--- config.mk ---
export PLATFORM = sky130hd
export DESIGN_NAME = dhtl_front
export DESIGN_NICKNAME = d
export VERILOG_FILES = /design/src/dhtl_pkg.sv /design/src/dhtl_front.sv
export SDC_FILE = /design/constraint.sdc
export NUM_CORES = 2
export LEC_CHECK = 0
export ABC_CLOCK_PERIOD_IN_PS = 9400
export BUFFER_PORTS_ARGS = -buffer_cell sky130_fd_sc_hd__buf_2
export CORE_MARGIN = 2
export CORE_UTILIZATION = 65
export CTS_CLUSTER_DIAMETER = 150
export DETAILED_ROUTE_END_ITERATION = 10
export PLACE_DENSITY = 0.95
export SKIP_LAST_GASP = 1
export SYNTH_ARGS = -nofsm -noshare
export SYNTH_HDL_FRONTEND = slang
export SYNTH_SLANG_ARGS = --single-unit
--- constraint.sdc ---
create_clock -name clk -period 9.4 [get_ports clk]
set_clock_uncertainty 0.2 [all_clocks]
set_input_delay 2.82 -clock clk [delete_from_list [all_inputs] [get_ports clk]]
set_output_delay 2.82 -clock clk [all_outputs]
set_load 0.1 [all_outputs]
--- src/dhtl_pkg.sv ---
// Shared types and constants for the double-hashing lookup/insert unit.
`default_nettype none

package dhtl_pkg;

	localparam int KEY_W  = 32;
	localparam int ID_W   = 32;
	localparam int SLOT_W = 10;

	// Operation codes
	localparam logic OP_LOOKUP = 1'b0;
	localparam logic OP_INSERT = 1'b1;

	// Request word
	typedef struct packed {
		logic             op;
		logic [KEY_W-1:0] key;
		logic [ID_W-1:0]  new_id;
	} dhtl_req_t;

	// Result word
	typedef struct packed {
		logic              found;
		logic [SLOT_W-1:0] slot;
		logic [ID_W-1:0]   entry_id;
		logic              table_full;
	} dhtl_rsp_t;

	// Job class decided by the front end
	typedef enum logic {
		JOB_PROBE = 1'b0,
		JOB_ZERO  = 1'b1
	} dhtl_kind_t;

	// Fixed part of a queued job
	typedef struct packed {
		dhtl_kind_t       kind;
		logic             op;
		logic [KEY_W-1:0] key;
		logic [ID_W-1:0]  new_id;
	} dhtl_hdr_t;

	// One table slot
	typedef struct packed {
		logic [KEY_W-1:0] key;
		logic [ID_W-1:0]  id;
	} dhtl_entry_t;

	typedef enum logic [2:0] {
		FR_IDLE,
		FR_KEY,
		FR_PREP,
		FR_STEP,
		FR_PUSH
	} dhtl_front_state_t;

	typedef enum logic [1:0] {
		BK_CLEAR,
		BK_IDLE,
		BK_PROBE
	} dhtl_back_state_t;

endpackage

`default_nettype wire

--- src/dhtl_front.sv ---
// Front end: takes request words, works out home slot and probe step.
`default_nettype none

module dhtl_front #(
	parameter int TABLE_SLOTS    = 1021,
	parameter int SECOND_MODULUS = 1019
) (
	input  wire                         clk,
	input  wire                         arst_n,
	input  wire                         push,
	output logic                        busy,
	input  dhtl_pkg::dhtl_req_t         req,
	output logic                        job_valid,
	input  wire                         job_full,
	output dhtl_pkg::dhtl_hdr_t         job_hdr,
	output logic [$clog2(TABLE_SLOTS)-1:0] job_home,
	output logic [$clog2(TABLE_SLOTS)-1:0] job_step
);
	import dhtl_pkg::*;

	localparam int IW       = $clog2(TABLE_SLOTS);
	localparam int RW       = $clog2(SECOND_MODULUS);
	localparam int STW      = $clog2(SECOND_MODULUS + 1);
	localparam int PW       = 2 * KEY_W + 1;
	// Reciprocal ceil(2^(KEY_W + ceil(log2 d)) / d) gives the exact quotient of any key
	localparam int SHT      = KEY_W + IW;
	localparam int SHS      = KEY_W + RW;
	localparam longint unsigned MT_L =
		((64'd1 << SHT) + 64'(TABLE_SLOTS) - 64'd1) / 64'(TABLE_SLOTS);
	localparam longint unsigned MS_L =
		((64'd1 << SHS) + 64'(SECOND_MODULUS) - 64'd1) / 64'(SECOND_MODULUS);
	localparam logic [KEY_W:0] MT = (KEY_W+1)'(MT_L);
	localparam logic [KEY_W:0] MS = (KEY_W+1)'(MS_L);
	localparam int QTW      = PW - SHT;
	localparam int QSW      = PW - SHS;
	// multiply, quotient times modulus, subtract
	localparam int KEY_CYC  = 3;
	localparam int STEP_CYC = 3;

	dhtl_front_state_t state_q, state_d;
	dhtl_hdr_t         hdr_q;
	logic [KEY_W-1:0]  opnd_q;
	logic [PW-1:0]     pt_q, ps_q;
	logic [KEY_W-1:0]  qt_q, qs_q;
	logic [IW-1:0]     r1_q;
	logic [RW-1:0]     r2_q;
	logic [IW-1:0]     r3_q;
	logic [1:0]        cnt_q;
	logic [STW-1:0]    step;
	logic              last_key, last_step;

	assign step      = STW'(SECOND_MODULUS) - STW'(r2_q);
	assign last_key  = (cnt_q == 2'(KEY_CYC - 1));
	assign last_step = (cnt_q == 2'(STEP_CYC - 1));

	// Next state
	always_comb begin
		state_d = state_q;
		case (state_q)
			FR_IDLE: begin
				if (push) begin
					if (req.key == '0) state_d = FR_PUSH;
					else state_d = FR_KEY;
				end
			end
			FR_KEY:  if (last_key) state_d = FR_PREP;
			FR_PREP: state_d = FR_STEP;
			FR_STEP: if (last_step) state_d = FR_PUSH;
			FR_PUSH: if (!job_full) state_d = FR_IDLE;
			default: state_d = FR_IDLE;
		endcase
	end

	// Outputs
	always_comb begin
		busy      = (state_q != FR_IDLE);
		job_valid = (state_q == FR_PUSH);
		job_hdr   = hdr_q;
		job_home  = r1_q;
		job_step  = r3_q;
	end

	always_ff @(posedge clk or negedge arst_n) begin
		if (!arst_n) begin
			state_q <= FR_IDLE;
		end else begin
			state_q <= state_d;
		end
	end

	// Remainder datapath: reciprocal multiply, back-multiply, subtract
	always_ff @(posedge clk) begin
		case (state_q)
			FR_IDLE: begin
				hdr_q.kind   <= (req.key == '0) ? JOB_ZERO : JOB_PROBE;
				hdr_q.op     <= req.op;
				hdr_q.key    <= req.key;
				hdr_q.new_id <= req.new_id;
				opnd_q       <= req.key;
				r1_q         <= '0;
				r2_q         <= '0;
				r3_q         <= '0;
				cnt_q        <= '0;
			end
			FR_KEY, FR_STEP: begin
				pt_q  <= PW'(opnd_q) * PW'(MT);
				ps_q  <= PW'(opnd_q) * PW'(MS);
				qt_q  <= KEY_W'(pt_q[PW-1 -: QTW]) * KEY_W'(TABLE_SLOTS);
				qs_q  <= KEY_W'(ps_q[PW-1 -: QSW]) * KEY_W'(SECOND_MODULUS);
				cnt_q <= cnt_q + 2'd1;
				if (state_q == FR_KEY) begin
					if (last_key) begin
						r1_q <= IW'(opnd_q - qt_q);
						r2_q <= RW'(opnd_q - qs_q);
					end
				end else if (last_step) begin
					r3_q <= IW'(opnd_q - qt_q);
				end
			end
			FR_PREP: begin
				// step lies in 1..SECOND_MODULUS, reduced by the table size next
				opnd_q <= KEY_W'(step);
				cnt_q  <= '0;
			end
			default: begin
			end
		endcase
	end

endmodule

`default_nettype wire

==> impl_results.md <==
- Status: complete, but fails checks
- Failing checks: DRC
- Setup bufs post-CTS: 0
- CTS buffer count: 17
- Final Hold Viols: 0
- Top post-synthesis cells by area: fa_1 (34%), ha_1 (27%), edfxtp_1 (17%), inv_1 (10%), xnor2_1 (1.9%)
- Yosys top cell area share: 0.3385
- Routed len/inst: 26.82 um
- # clock sinks: 173
- WL final: 96.89 mm
- Ys flop type: edfxtp_1
- H-Tree Depth: 4
- Pin count of the biggest net entering global routing: 67
- Met2 Use GR: 0.6221
- DRC violation count after routing: 12
- Final slew viol count: 0
- Syn Area/Cell: 11.02 um^2
- Critical-path top delay cell: o31ai_2
- Chip width: 221.7 um
- Met1 Usage GRT: 0.4471
- CTS Buffer Depth: 2
- Syn_nets: 4048
- Vias in the first global route: 25710
- Total grt overflow: 0
- CP peak stage delay: 1060 ps
- Hold Buf Count CTS: 0
- Most frequent cell on the critical path: fa_1
- Hold WC Path Type: reg -> reg
- DR vias/cell: 6.415
- M3 GR Usage: 0.1678
- Distinct cells, synth: 59
- Post-synth EDFFs: 170
- Critical Path, Cell by Cell: inv_1, fa_1, inv_1, ha_1, inv_1, fa_1, inv_1, fa_1, fa_1, fa_1, fa_1, ha_1, a21oi_1, o21ai_0, a2111oi_0, a31oi_1, o31ai_2, o21bai_1, a21o_1, xor2_1
- RSZ-0062 raised after global routing: no
- IO Count: 157
- Setup slack after layout: 654.1 ps
- Sequential area share after synthesis: 0.1681
- Reg2Reg Depth: 20
- Synth Cell Area: 30820 um^2
- Maximum clock rate: 114.3 MHz
- Worst setup path category: reg -> reg
- Crit start category: flip-flop
- Layout cells sized above 1: 0.07641
- Final setup fails: 0
- Die area: 49170 um^2
- Min Clock Period, post-route: 8746 ps
- Iter 0 DRT Violations: 2586
- # rows: 79
- Layout Utilization: 0.7102
- Dpl hpwl: 74.93 mm
- Initial antenna violation count: 6
- CTS tree: yes
- Total of max-cap violations: 0
- Final nets: 4236
- Worst-Margin Slew: 1284 ps
- Final setup TNS: 0 ps
- Slew headroom: 0.1391
- Port bufs: 156
- First-pass GRT wire length: 146.9 mm
- Worst-path maximum fanout: 10
- Antenna Nets Post-Route: 0
- Largest area contributor in the netlist: fa_1
- WP data required: 9420 ps
- DR vias: 23170
- Cells after Synth: 2796
- Initial core utilization: 0.6605
- Post-CTS resize count: 0
- Synth Register Bits: 173
- GRT busiest layer: met2
- Clock Latency Late Sink: 480 ps
- Hold Path Cell Cnt: 1
- Fillers: 2790
- Gpl congestion: 1.076
- Most common cell in the netlist: inv_1
- CP arrival: 8770 ps
- FFs w/ async S/R, synth: 0.01734
- First-pass iteration count of the detailed router: 11
- CTS clock-pin slew for the worst setup and hold paths: 80 ps
- CTS root buf: clkbuf_16
- All-layer global routing usage: 0.4064
- Period utilization: 0.9304
- Die Ht: 221.7 um
- Synth Warn #: 0
- CP endpoint kind: flip-flop
- Area Overhead vs Synth: 7.524%
- Post-synth top cells: inv_1 (853), ha_1 (662), fa_1 (521)
- Pre-CTS setup slack: 1387 ps
- Core area: 46650 um^2
## cells in the final DEF (no fill, tap or decap), drive strengths merged, types with 7 or more instances in the layout
master  netlist  final
ha          662    662
diode         0      8
a21oi        76     76
a211oi       14     14
nor2         43     43
o211ai       13     13
o21bai       14     14
and3         11     11
clkbuf       10     17
inv         853    857
fa          521    521
nor3         22     22
xor2         22     22
nand3        21     21
buf           0    179
nand2        51     51
edfxtp      170    170
nand4        16     16
a21o         38     38
nor2b         8      8
and2         25     25
a31oi         7      7
xnor2        66     66
nor4         13     13
o21ai        48     48
## path summary, 6_finish.rpt
check                      startpoint         end  slack (ps)
max                        opnd_q[10]    ps_q[49]         650
min                           r2_q[1]   opnd_q[1]         400
max reg2reg                opnd_q[10]    ps_q[49]         650
min reg2reg                   r2_q[1]   opnd_q[1]         400
max in group asynchronous      arst_n  state_q[1]        6940
min in group asynchronous      arst_n  state_q[0]        1940
## cells by family (layout without fill, tap and decap cells)
| group | after synthesis | in the layout | synth area share |
|---|---|---|---|
| other | 0 | 8 | 0 |
| flip-flops | 173 | 173 | 0.1681 |
| AO/OA/AOI/OAI | 263 | 263 | 0.05709 |
| adder cells (fa/ha/maj) | 1183 | 1183 | 0.6073 |
| XOR/XNOR | 88 | 88 | 0.02501 |
| buffers and inverters | 863 | 1064 | 0.1052 |
| AND/OR/NAND/NOR | 223 | 223 | 0.03634 |
| multiplexers | 3 | 3 | 0.001056 |
## through the flow
step                hold slack [ps]  std cells  cell area, um^2
CTS                           392.8       3604            33110
global route                  411.5       3605            33120
finish                        395.9       3612            33130
detailed placement            357.6       3572            32500
global placement              341.0       3572            32500
floorplan                     330.7       2796            30820
## registers in the layout (all words and copies together) (netlist names)
signal    cells
pt_q         10
job_step     10
opnd_q       32
job_home     10
qt_q         10
job_hdr      66
ps_q         10
cnt_q         2
r2_q         10
qs_q         10
state_q       3
## metal layers
metal | share of wire | wire length [um] | up-vias
li1 | - | - | 9269
met1 | 0.31 | 30280 | 11150
met2 | 0.44 | 42810 | 1966
met5 | 0.0016 | 152 | -
met3 | 0.14 | 14010 | 775
met4 | 0.099 | 9634 | 8
## layout make-up
type                       instances  area (um^2)  share of cell area
antenna                            8        20.02           0.0006042
inverter                         853         3202             0.09663
sequential                       173         5180              0.1563
multi-input combinational       1760        22410              0.6763
tap                              607        759.5             0.02292
clock inverter                    15        186.4            0.005626
timing repair buffer             179        953.4             0.02877
clock buffer                      17        425.4             0.01284
## critical path, delay by kind of cell, from the launching register on
kind	cells	cell delay, ps
AO/OA/AOI/OAI	7	2670
flip-flops	1	1020
XOR/XNOR	1	130
buffers and inverters	4	690
adder cells (fa/ha/maj)	8	3770
Power is left out: the tool's default activity adds up to more than one toggle a clock period on the data nets, which glitch-free logic cannot reach.
