[config.mk]
export PLATFORM = sky130hd
export DESIGN_NAME = dhtl_queue
export DESIGN_NICKNAME = d
export VERILOG_FILES = /design/src/dhtl_pkg.sv /design/src/dhtl_queue.sv
export SDC_FILE = /design/constraint.sdc
export NUM_CORES = 1
export LEC_CHECK = 0
export BUFFER_PORTS_ARGS = -buffer_cell sky130_fd_sc_hd__buf_2
export CAP_MARGIN = 20
export CORE_UTILIZATION = 48
export DETAILED_ROUTE_END_ITERATION = 10
export PLACE_DENSITY = 0.75
export SLEW_MARGIN = 40
export SYNTH_ARGS = -nofsm -noshare
export SYNTH_HDL_FRONTEND = slang
export SYNTH_SLANG_ARGS = --single-unit
[constraint.sdc]
create_clock -name clk -period 1.85 [get_ports clk]
set_input_delay 0.185 -clock clk [delete_from_list [all_inputs] [get_ports clk]]
set_output_delay 0.185 -clock clk [all_outputs]
set_load 0.05 [all_outputs]
[src/dhtl_pkg.sv]
// Shared types and constants for the double-hashing lookup/insert unit.
`default_nettype none

package dhtl_pkg;

	localparam int KEY_W  = 32;
	localparam int ID_W   = 32;
	localparam int SLOT_W = 10;

	// Operation codes
	localparam logic OP_LOOKUP = 1'b0;
	localparam logic OP_INSERT = 1'b1;

	// Request word
	typedef struct packed {
		logic             op;
		logic [KEY_W-1:0] key;
		logic [ID_W-1:0]  new_id;
	} dhtl_req_t;

	// Result word
	typedef struct packed {
		logic              found;
		logic [SLOT_W-1:0] slot;
		logic [ID_W-1:0]   entry_id;
		logic              table_full;
	} dhtl_rsp_t;

	// Job class decided by the front end
	typedef enum logic {
		JOB_PROBE = 1'b0,
		JOB_ZERO  = 1'b1
	} dhtl_kind_t;

	// Fixed part of a queued job
	typedef struct packed {
		dhtl_kind_t       kind;
		logic             op;
		logic [KEY_W-1:0] key;
		logic [ID_W-1:0]  new_id;
	} dhtl_hdr_t;

	// One table slot
	typedef struct packed {
		logic [KEY_W-1:0] key;
		logic [ID_W-1:0]  id;
	} dhtl_entry_t;

	typedef enum logic [2:0] {
		FR_IDLE,
		FR_KEY,
		FR_PREP,
		FR_STEP,
		FR_PUSH
	} dhtl_front_state_t;

	typedef enum logic [1:0] {
		BK_CLEAR,
		BK_IDLE,
		BK_PROBE
	} dhtl_back_state_t;

endpackage

`default_nettype wire

[src/dhtl_queue.sv]
// Two-entry job queue between front and back ends.
`default_nettype none

module dhtl_queue #(
	parameter int W = 8
) (
	input  wire          clk,
	input  wire          arst_n,
	input  wire          wr_en,
	input  wire  [W-1:0] wr_data,
	output logic         q_full,
	input  wire          rd_en,
	output logic [W-1:0] rd_data,
	output logic         q_empty
);
	import dhtl_pkg::*;

	logic [W-1:0] buf_q [2];
	logic         wr_ptr_q, rd_ptr_q;
	logic [1:0]   cnt_q;
	logic         do_wr, do_rd;

	assign q_full  = (cnt_q == 2'd2);
	assign q_empty = (cnt_q == 2'd0);
	assign do_wr   = wr_en && !q_full;
	assign do_rd   = rd_en && !q_empty;
	assign rd_data = buf_q[rd_ptr_q];

	// Pointers and fill level
	always_ff @(posedge clk or negedge arst_n) begin
		if (!arst_n) begin
			wr_ptr_q <= 1'b0;
			rd_ptr_q <= 1'b0;
			cnt_q    <= '0;
		end else begin
			if (do_wr) wr_ptr_q <= ~wr_ptr_q;
			if (do_rd) rd_ptr_q <= ~rd_ptr_q;
			case ({do_wr, do_rd})
				2'b10:   cnt_q <= cnt_q + 2'd1;
				2'b01:   cnt_q <= cnt_q - 2'd1;
				default: cnt_q <= cnt_q;
			endcase
		end
	end

	// Storage
	always_ff @(posedge clk) begin
		if (do_wr) buf_q[wr_ptr_q] <= wr_data;
	end

endmodule

`default_nettype wire

==> results of run 1 <==
-- state kept, by name, indices dropped and copies added (netlist names) --
register  count
buf_q        16
cnt_q         2
rd_ptr_q      1
wr_ptr_q      1
-- critical path, stage by stage (launching register included) --
cell     delay [ps]
dfrtp_1         580
mux2_2          380
buf_2           210
-- placed cells by master (no fill, tap or decap) --
cell type      Yosys  layout
dfrtp_1            4       4
mux2_2             8       8
nor2b_2            1       1
inv_1              1       1
nand2_1            1       1
clkinv_1           0       1
xnor2_1            3       3
clkbuf_4           0       3
ha_1               1       1
buf_2              1      21
buf_4              0       1
nor2_2             0       1
edfxtp_1          16      16
nor2_1             3       2
nand2b_1           1       1
xor2_1             2       2
and3_1             1       1
dlygate4sd3_1      0       1
-- synthesized netlist by cell type --
cell and number:
inv_1 1, nor2_1 3, and3_1 1, dfrtp_1 4, buf_2 1, nor2b_2 1
nand2_1 1, ha_1 1, xor2_1 2, edfxtp_1 16, xnor2_1 3, nand2b_1 1
mux2_2 8
-- cells by family (layout without fill, tap and decap cells) --
group         count (synthesis)  in the layout  share of synthesized area
flops                        20             20                      0.752
mux                           8              8                      0.117
simple gates                  7              7                     0.0470
xor+xnor                      5              5                     0.0567
buf+inv                       2             28                     0.0113
fa+ha+maj                     1              1                     0.0162
-- where the power goes --
part / switching [µW] / leakage, µW / total [µW] / internal, µW
logic: 528 / 0.000177 / 780 / 252
registers: 90.6 / 0.000195 / 719 / 629
clock network: 118 / 0.0000154 / 197 / 78.4
-- worst min-delay path by stage --
stage	slack (ps)	end	cells past startpoint	from
5_1_grt	60	buf_q[0][2]$_DFFE_PP_	1	wr_data[2]
2_1_floorplan	-110	cnt_q[0]$_DFFE_PN0P_	0	arst_n
3_3_place_gp	-4	cnt_q[0]$_DFFE_PN0P_	1	arst_n
4_1_cts	70	buf_q[1][1]$_DFFE_PP_	1	wr_data[1]
6_report	80	buf_q[0][1]$_DFFE_PP_	1	wr_data[1]
3_5_place_dp	-1	cnt_q[1]$_DFFE_PN0P_	1	arst_n
-- timing repair --
item	4_1_cts	5_1_grt
hold buffers	1	0
setup buffers	0	0
endpoints found under the hold margin	4	0
-- layer usage --
metal	vias to the layer above	share of wire	track usage
met5	-	0	0
met4	0	0.016	0.0750
met3	4	0.037	0.0517
met2	11	0.47	0.216
met1	194	0.47	0.182
li1	208	-	-
-- per-stage QoR --
step | worst slack (ps) | instances | hold slack (ps) | cell area, µm² | power (µW)
6_report | 201 | 85 | 76.0 | 938 | 1700
3_5_place_dp | 484 | 80 | -1.31 | 902 | 1520
3_3_place_gp | 462 | 80 | -3.84 | 902 | 1510
5_1_grt | 124 | 85 | 55.7 | 938 | 1790
2_1_floorplan | 200 | 43 | -111 | 774 | 1360
4_1_cts | 173 | 85 | 69.9 | 938 | 1720
-- layout make-up --
| class | count | area, µm² |
|---|---|---|
| Sequential cell | 20 | 581 |
| Inverter | 1 | 3.75 |
| Tap cell | 16 | 20.0 |
| Clock inverter | 1 | 3.75 |
| Clock buffer | 3 | 22.5 |
| Timing Repair Buffer | 23 | 123 |
| Multi-Input combinational cell | 21 | 185 |
| Fill cell | 121 | 568 |
==> flow_summary.toml, run 1 <==
[outcome]
status = "complete, no violations"

[global_route]
grt_pass1_vias = 410
grtUsageTotal = 0.143
overflow = 0
grt_pass1_wl_um = 1780
grt_antenna_before_repair = 0
grt_max_degree = 12

[place]
hpwl_um = 749
place_congestion = 0.708
port_buffers = 21

[setup_path]
crit_start = "rd_ptr_q$_DFFE_PN0P_"
setup.worst_path.start_class = "register"
worstPathRequired_ps = 1660
regToRegStartpoint = "cnt_q[0]$_DFFE_PN0P_"
r2r_slack_ps = 460
worst_ep_arrival_time_ps = 1460
crit_end = "rd_data[4]"
critPathMaxFanout = 9
r2r_cells = 5
crit_type = "reg -> out"
regToRegEndpoint = "cnt_q[1]$_DFFE_PN0P_"
critPathCaptureType = "primary output"

[clock_tree]
cts_made_buffers = 3
clock-sinks = 20
htreeDepth = 1
clk_pin_slew_ps = 100
cts_root_buffer = "clkbuf_4"
post_cts_resized = 0
clockBufferDepth = 2
clkLatencyLatePin_ps = 290
cts_tree = "done"

[sta]
finalHoldViolations = 0
final.min_clock_period_ps = 1650
slew_headroom = 0.745
clock_skew_ps = 3.90
finalSetupViolations = 0
drv_slew = 0
rsz0062_at_grt = "no"
period_share = 0.891
setup_tns_ps = 0
worst_pin_slew_ps = 383
fmax_ghz = 0.606

[logic_synthesis]
syn_nets = 56
ys_ff_latch = 20
netlist_area_um2 = 772
avgSynthCellArea_um2 = 18.0
synthTopCellsByArea = "edfxtp_1 (62%), dfrtp_1 (13%), mux2_2 (12%), xnor2_1 (3.4%), xor2_1 (2.3%)"
yosys.cell_types.count = 13
synth_seq_area_share = 0.752
netlist_instances = 43
synth_area_leader_cell = "edfxtp_1"
synth_top_area_share = 0.622
yosysWarnings = 0

[layout]
area_delta_synth_final_pct = 21.6
nNetsFinal = 83
drive_above_1_share = 0.507
diodes = 0
post-route-util = 0.623

[routing]
via_per_inst = 4.91
dr.pass1.iters = 3
drtIter0Drc = 3
post_drt_wl_per_cell_um = 12.2
post-route-drc-count = 0
ant_nets = 0
num_vias = 417
drt_wl_total_um = 1040

[power_and_ir_drop]
p_per_area_nw_per_um2 = 1810
leakage_uw = 0.000387
ir_worst_vdd_mv = 1.19

[floorplanning]
die_h_um = 42.1
coreArea_um2 = 1510
io_pins = 22
die_area_um2 = 1770
initial_core_util = 0.512
rows = 14
die_w_um = 42.1

[flow_run]
drv_cap = 0

[min_path]
hold_class = "in -> reg"
(Power assumes the default switching activity.)
==> inputs of run 2 (changes only) <==
--- a/config.mk
+++ b/config.mk
@@ -5,12 +5,12 @@
 export SDC_FILE = /design/constraint.sdc
 export NUM_CORES = 1
 export LEC_CHECK = 0
+export ABC_AREA = 1
 export BUFFER_PORTS_ARGS = -buffer_cell sky130_fd_sc_hd__buf_2
 export CAP_MARGIN = 20
-export CORE_UTILIZATION = 48
+export CORE_UTILIZATION = 49
 export DETAILED_ROUTE_END_ITERATION = 10
 export PLACE_DENSITY = 0.75
-export SLEW_MARGIN = 40
 export SYNTH_ARGS = -nofsm -noshare
 export SYNTH_HDL_FRONTEND = slang
 export SYNTH_SLANG_ARGS = --single-unit
==> run 2 against run 1 <==
Sequential share of layout area down 2.7 points. Via count grew 34%. Utilization increased by 2.1 points. Global-route usage up 1.9 points. Non-clock buffer count did not move. Total power rose by 7.0%. Synthesized area up 5.8%. Maximum frequency rose by 4.8%. Critical endpoint is now rd_data[0].
==> flow_summary.toml, run 2 <==
[routing]
ant_nets = 0
num_vias = 558
drt_wl_total_um = 1260
post_drt_wl_per_cell_um = 10.9
post-route-drc-count = 0
via_per_inst = 4.81
drtIter0Drc = 10
dr.pass1.iters = 4

[clock_tree]
cts_setup_buffers = 0
clock-sinks = 20
clockBufferDepth = 2
cts_made_buffers = 3
cts_root_buffer = "clkbuf_4"
htreeDepth = 1
clk_pin_slew_ps = 110
clkLatencyLatePin_ps = 280
cts_tree = "done"

[logic_synthesis]
avgSynthCellArea_um2 = 11.0
synth_area_leader_cell = "edfxtp_1"
synthArstFlopShare = 0.200
syn_nets = 87
synth_ff_type = "edfxtp_1"
yosys.cell_types.count = 14
netlist_area_um2 = 817
netlist_instances = 74
synth_top_area_share = 0.588
synth_edf_count = 16
synthTopCellsByCount = "nand2_1 (32), edfxtp_1 (16), inv_1 (7), dfrtp_1 (4)"
yosysWarnings = 0
synthTopCellsByArea = "edfxtp_1 (59%), nand2_1 (15%), dfrtp_1 (12%), inv_1 (3.2%), nand3_1 (1.8%)"
synth_most_common_cell = "nand2_1"
ys_ff_latch = 20
synth_seq_area_share = 0.711

[setup_path]
r2r_cells = 9
regToRegEndpoint = "cnt_q[1]$_DFFE_PN0P_"
crit_chain = "inv_2 > nand2_1 > nand2_1 > buf_2"
worst_ep_arrival_time_ps = 1390
crit_buf_inv = 2
worstPathRequired_ps = 1660
cp_top_family = "flip-flops"
timing.critical_path.mode_cell = "nand2_1"
setup.worst_path.start_class = "register"
r2r_slack_ps = 440
critPathMaxFanout = 10
critPathSlowestCell = "dfrtp_1"
cp_slowest_stage_delay_ps = 520
regToRegStartpoint = "cnt_q[0]$_DFFE_PN0P_"
crit_type = "reg -> out"
critPathCaptureType = "primary output"

[floorplanning]
die_area_um2 = 1830
initial_core_util = 0.536
die_h_um = 42.8
rows = 14
die_w_um = 42.8
io_pins = 22
coreArea_um2 = 1520

[global_route]
grtUsageTotal = 0.162
overflow = 0
grt_pass1_wl_um = 2170
grt_antenna_before_repair = 0
grt_max_degree = 12
grt_pass1_vias = 512

[layout]
reg.largest.list = "buf_q x16, cnt_q x2"
top_register = "buf_q"
drive_above_1_share = 0.320
largest_reg_flops = 16
fin_area_um2 = 981
area_delta_synth_final_pct = 20.1
nNetsFinal = 114
mostFrequentLayoutCells = "nand2_1 (32), buf_2 (21), edfxtp_1 (16), inv_1 (7), dfrtp_1 (4)"
diodes = 0
layout.cells.most_common = "nand2_1"
instances_no_fill = 116

[sta]
setup_tns_ps = 0
worst_pin_slew_ps = 350
period_share = 0.850
rsz0062_at_grt = "no"
final.min_clock_period_ps = 1570
setup_slack_ps = 277
fin_hold_ws_ps = 80.2
drv_slew = 0
clock_skew_ps = 4.12
finalHoldViolations = 0
finalSetupViolations = 0
fmax_ghz = 0.636
slew_headroom = 0.766

[place]
hpwl_um = 912
dp_slack_ps = 460
placed_area_um2 = 945
place_inst = 111
place_congestion = 0.917
port_buffers = 21

[min_path]
whs_path_depth = 1
hold_class = "in -> reg"
min_to = "buf_q[1][0]$_DFFE_PP_"
min-delay-start = "wr_data[0]"

[power_and_ir_drop]
leakage_uw = 0.000481
p_per_area_nw_per_um2 = 1850
ir_worst_vdd_mv = 1.03

[flow_run]
drv_cap = 0

[outcome]
status = "complete, no violations"
## run 2: cell types whose count changed after synthesis, moves of 3 or more
cell | previous run | this run
nand2_1 | 1 | 32
mux2_2 | 8 | 0
inv_2 | 0 | 3
nand3_1 | 0 | 3
inv_1 | 1 | 7
## run 2: worst reg2reg max path, stage by stage (launching register included)
cell,delay (ps)
dfrtp_1,470
inv_2,90
nand2_2,70
nand2_2,70
inv_1,40
ha_1,310
inv_1,80
nand3_1,70
nand2_1,60
nand2_1,50
## run 2: kinds of logic after synthesis
kind of cell               share of synthesized area
adders and majority gates                     0.0153
DFF                                            0.711
xor gates and xnor gates                      0.0107
buffers and inverters                         0.0521
AOI/OAI and AO/OA                             0.0107
and+or+nand+nor                                0.201
## run 2: final cells by class
type,instances,area (µm²)
Sequential cell,20,581
Multi-Input combinational cell,43,194
Tap cell,16,20.0
Clock buffer,3,22.5
Clock inverter,1,3.75
Timing Repair Buffer,23,123
Inverter,10,37.5
Fill cell,127,543
## run 2: where the power goes
group | switching (µW) | total [µW] | internal [µW]
clock network | 122 | 200 | 78.2
registers | 79.7 | 704 | 625
logic | 695 | 911 | 216
## run 2: worst max path at each step
stage / cells past startpoint / endpoint / slack [ps] / start
after detailed placement: 9 / cnt_q[1]$_DFFE_PN0P_ / 460 / cnt_q[0]$_DFFE_PN0P_
after global placement: 9 / cnt_q[1]$_DFFE_PN0P_ / 500 / cnt_q[0]$_DFFE_PN0P_
after CTS: 4 / rd_data[4] / 270 / rd_ptr_q$_DFFE_PN0P_
final: 4 / rd_data[0] / 280 / rd_ptr_q$_DFFE_PN0P_
after floorplan: 4 / buf_q[0][0]$_DFFE_PP_ / 410 / cnt_q[0]$_DFFE_PN0P_
after global routing: 4 / rd_data[6] / 180 / rd_ptr_q$_DFFE_PN0P_
## run 2: per-stage QoR
stage / total power, µW / util
after floorplan: 1430 / -
after global placement: 1610 / 0.620
after detailed placement: 1630 / 0.620
after CTS: 1830 / 0.644
after global routing: 1940 / 0.644
final: 1820 / 0.644
## run 2: layer usage
layer | up-vias | share of wire | track usage | routed length [µm]
li1 | 292 | - | - | -
met1 | 248 | 0.49 | 0.233 | 616
met2 | 16 | 0.44 | 0.248 | 558
met3 | 2 | 0.056 | 0.0426 | 70
met4 | 0 | 0.011 | 0.0375 | 14
met5 | - | 0 | 0 | 0
## run 2: repair_timing
action | CTS | global route
endpoints found under the hold margin | 4 | 0
hold buffers | 1 | 0
gates resized for setup | 0 | 0
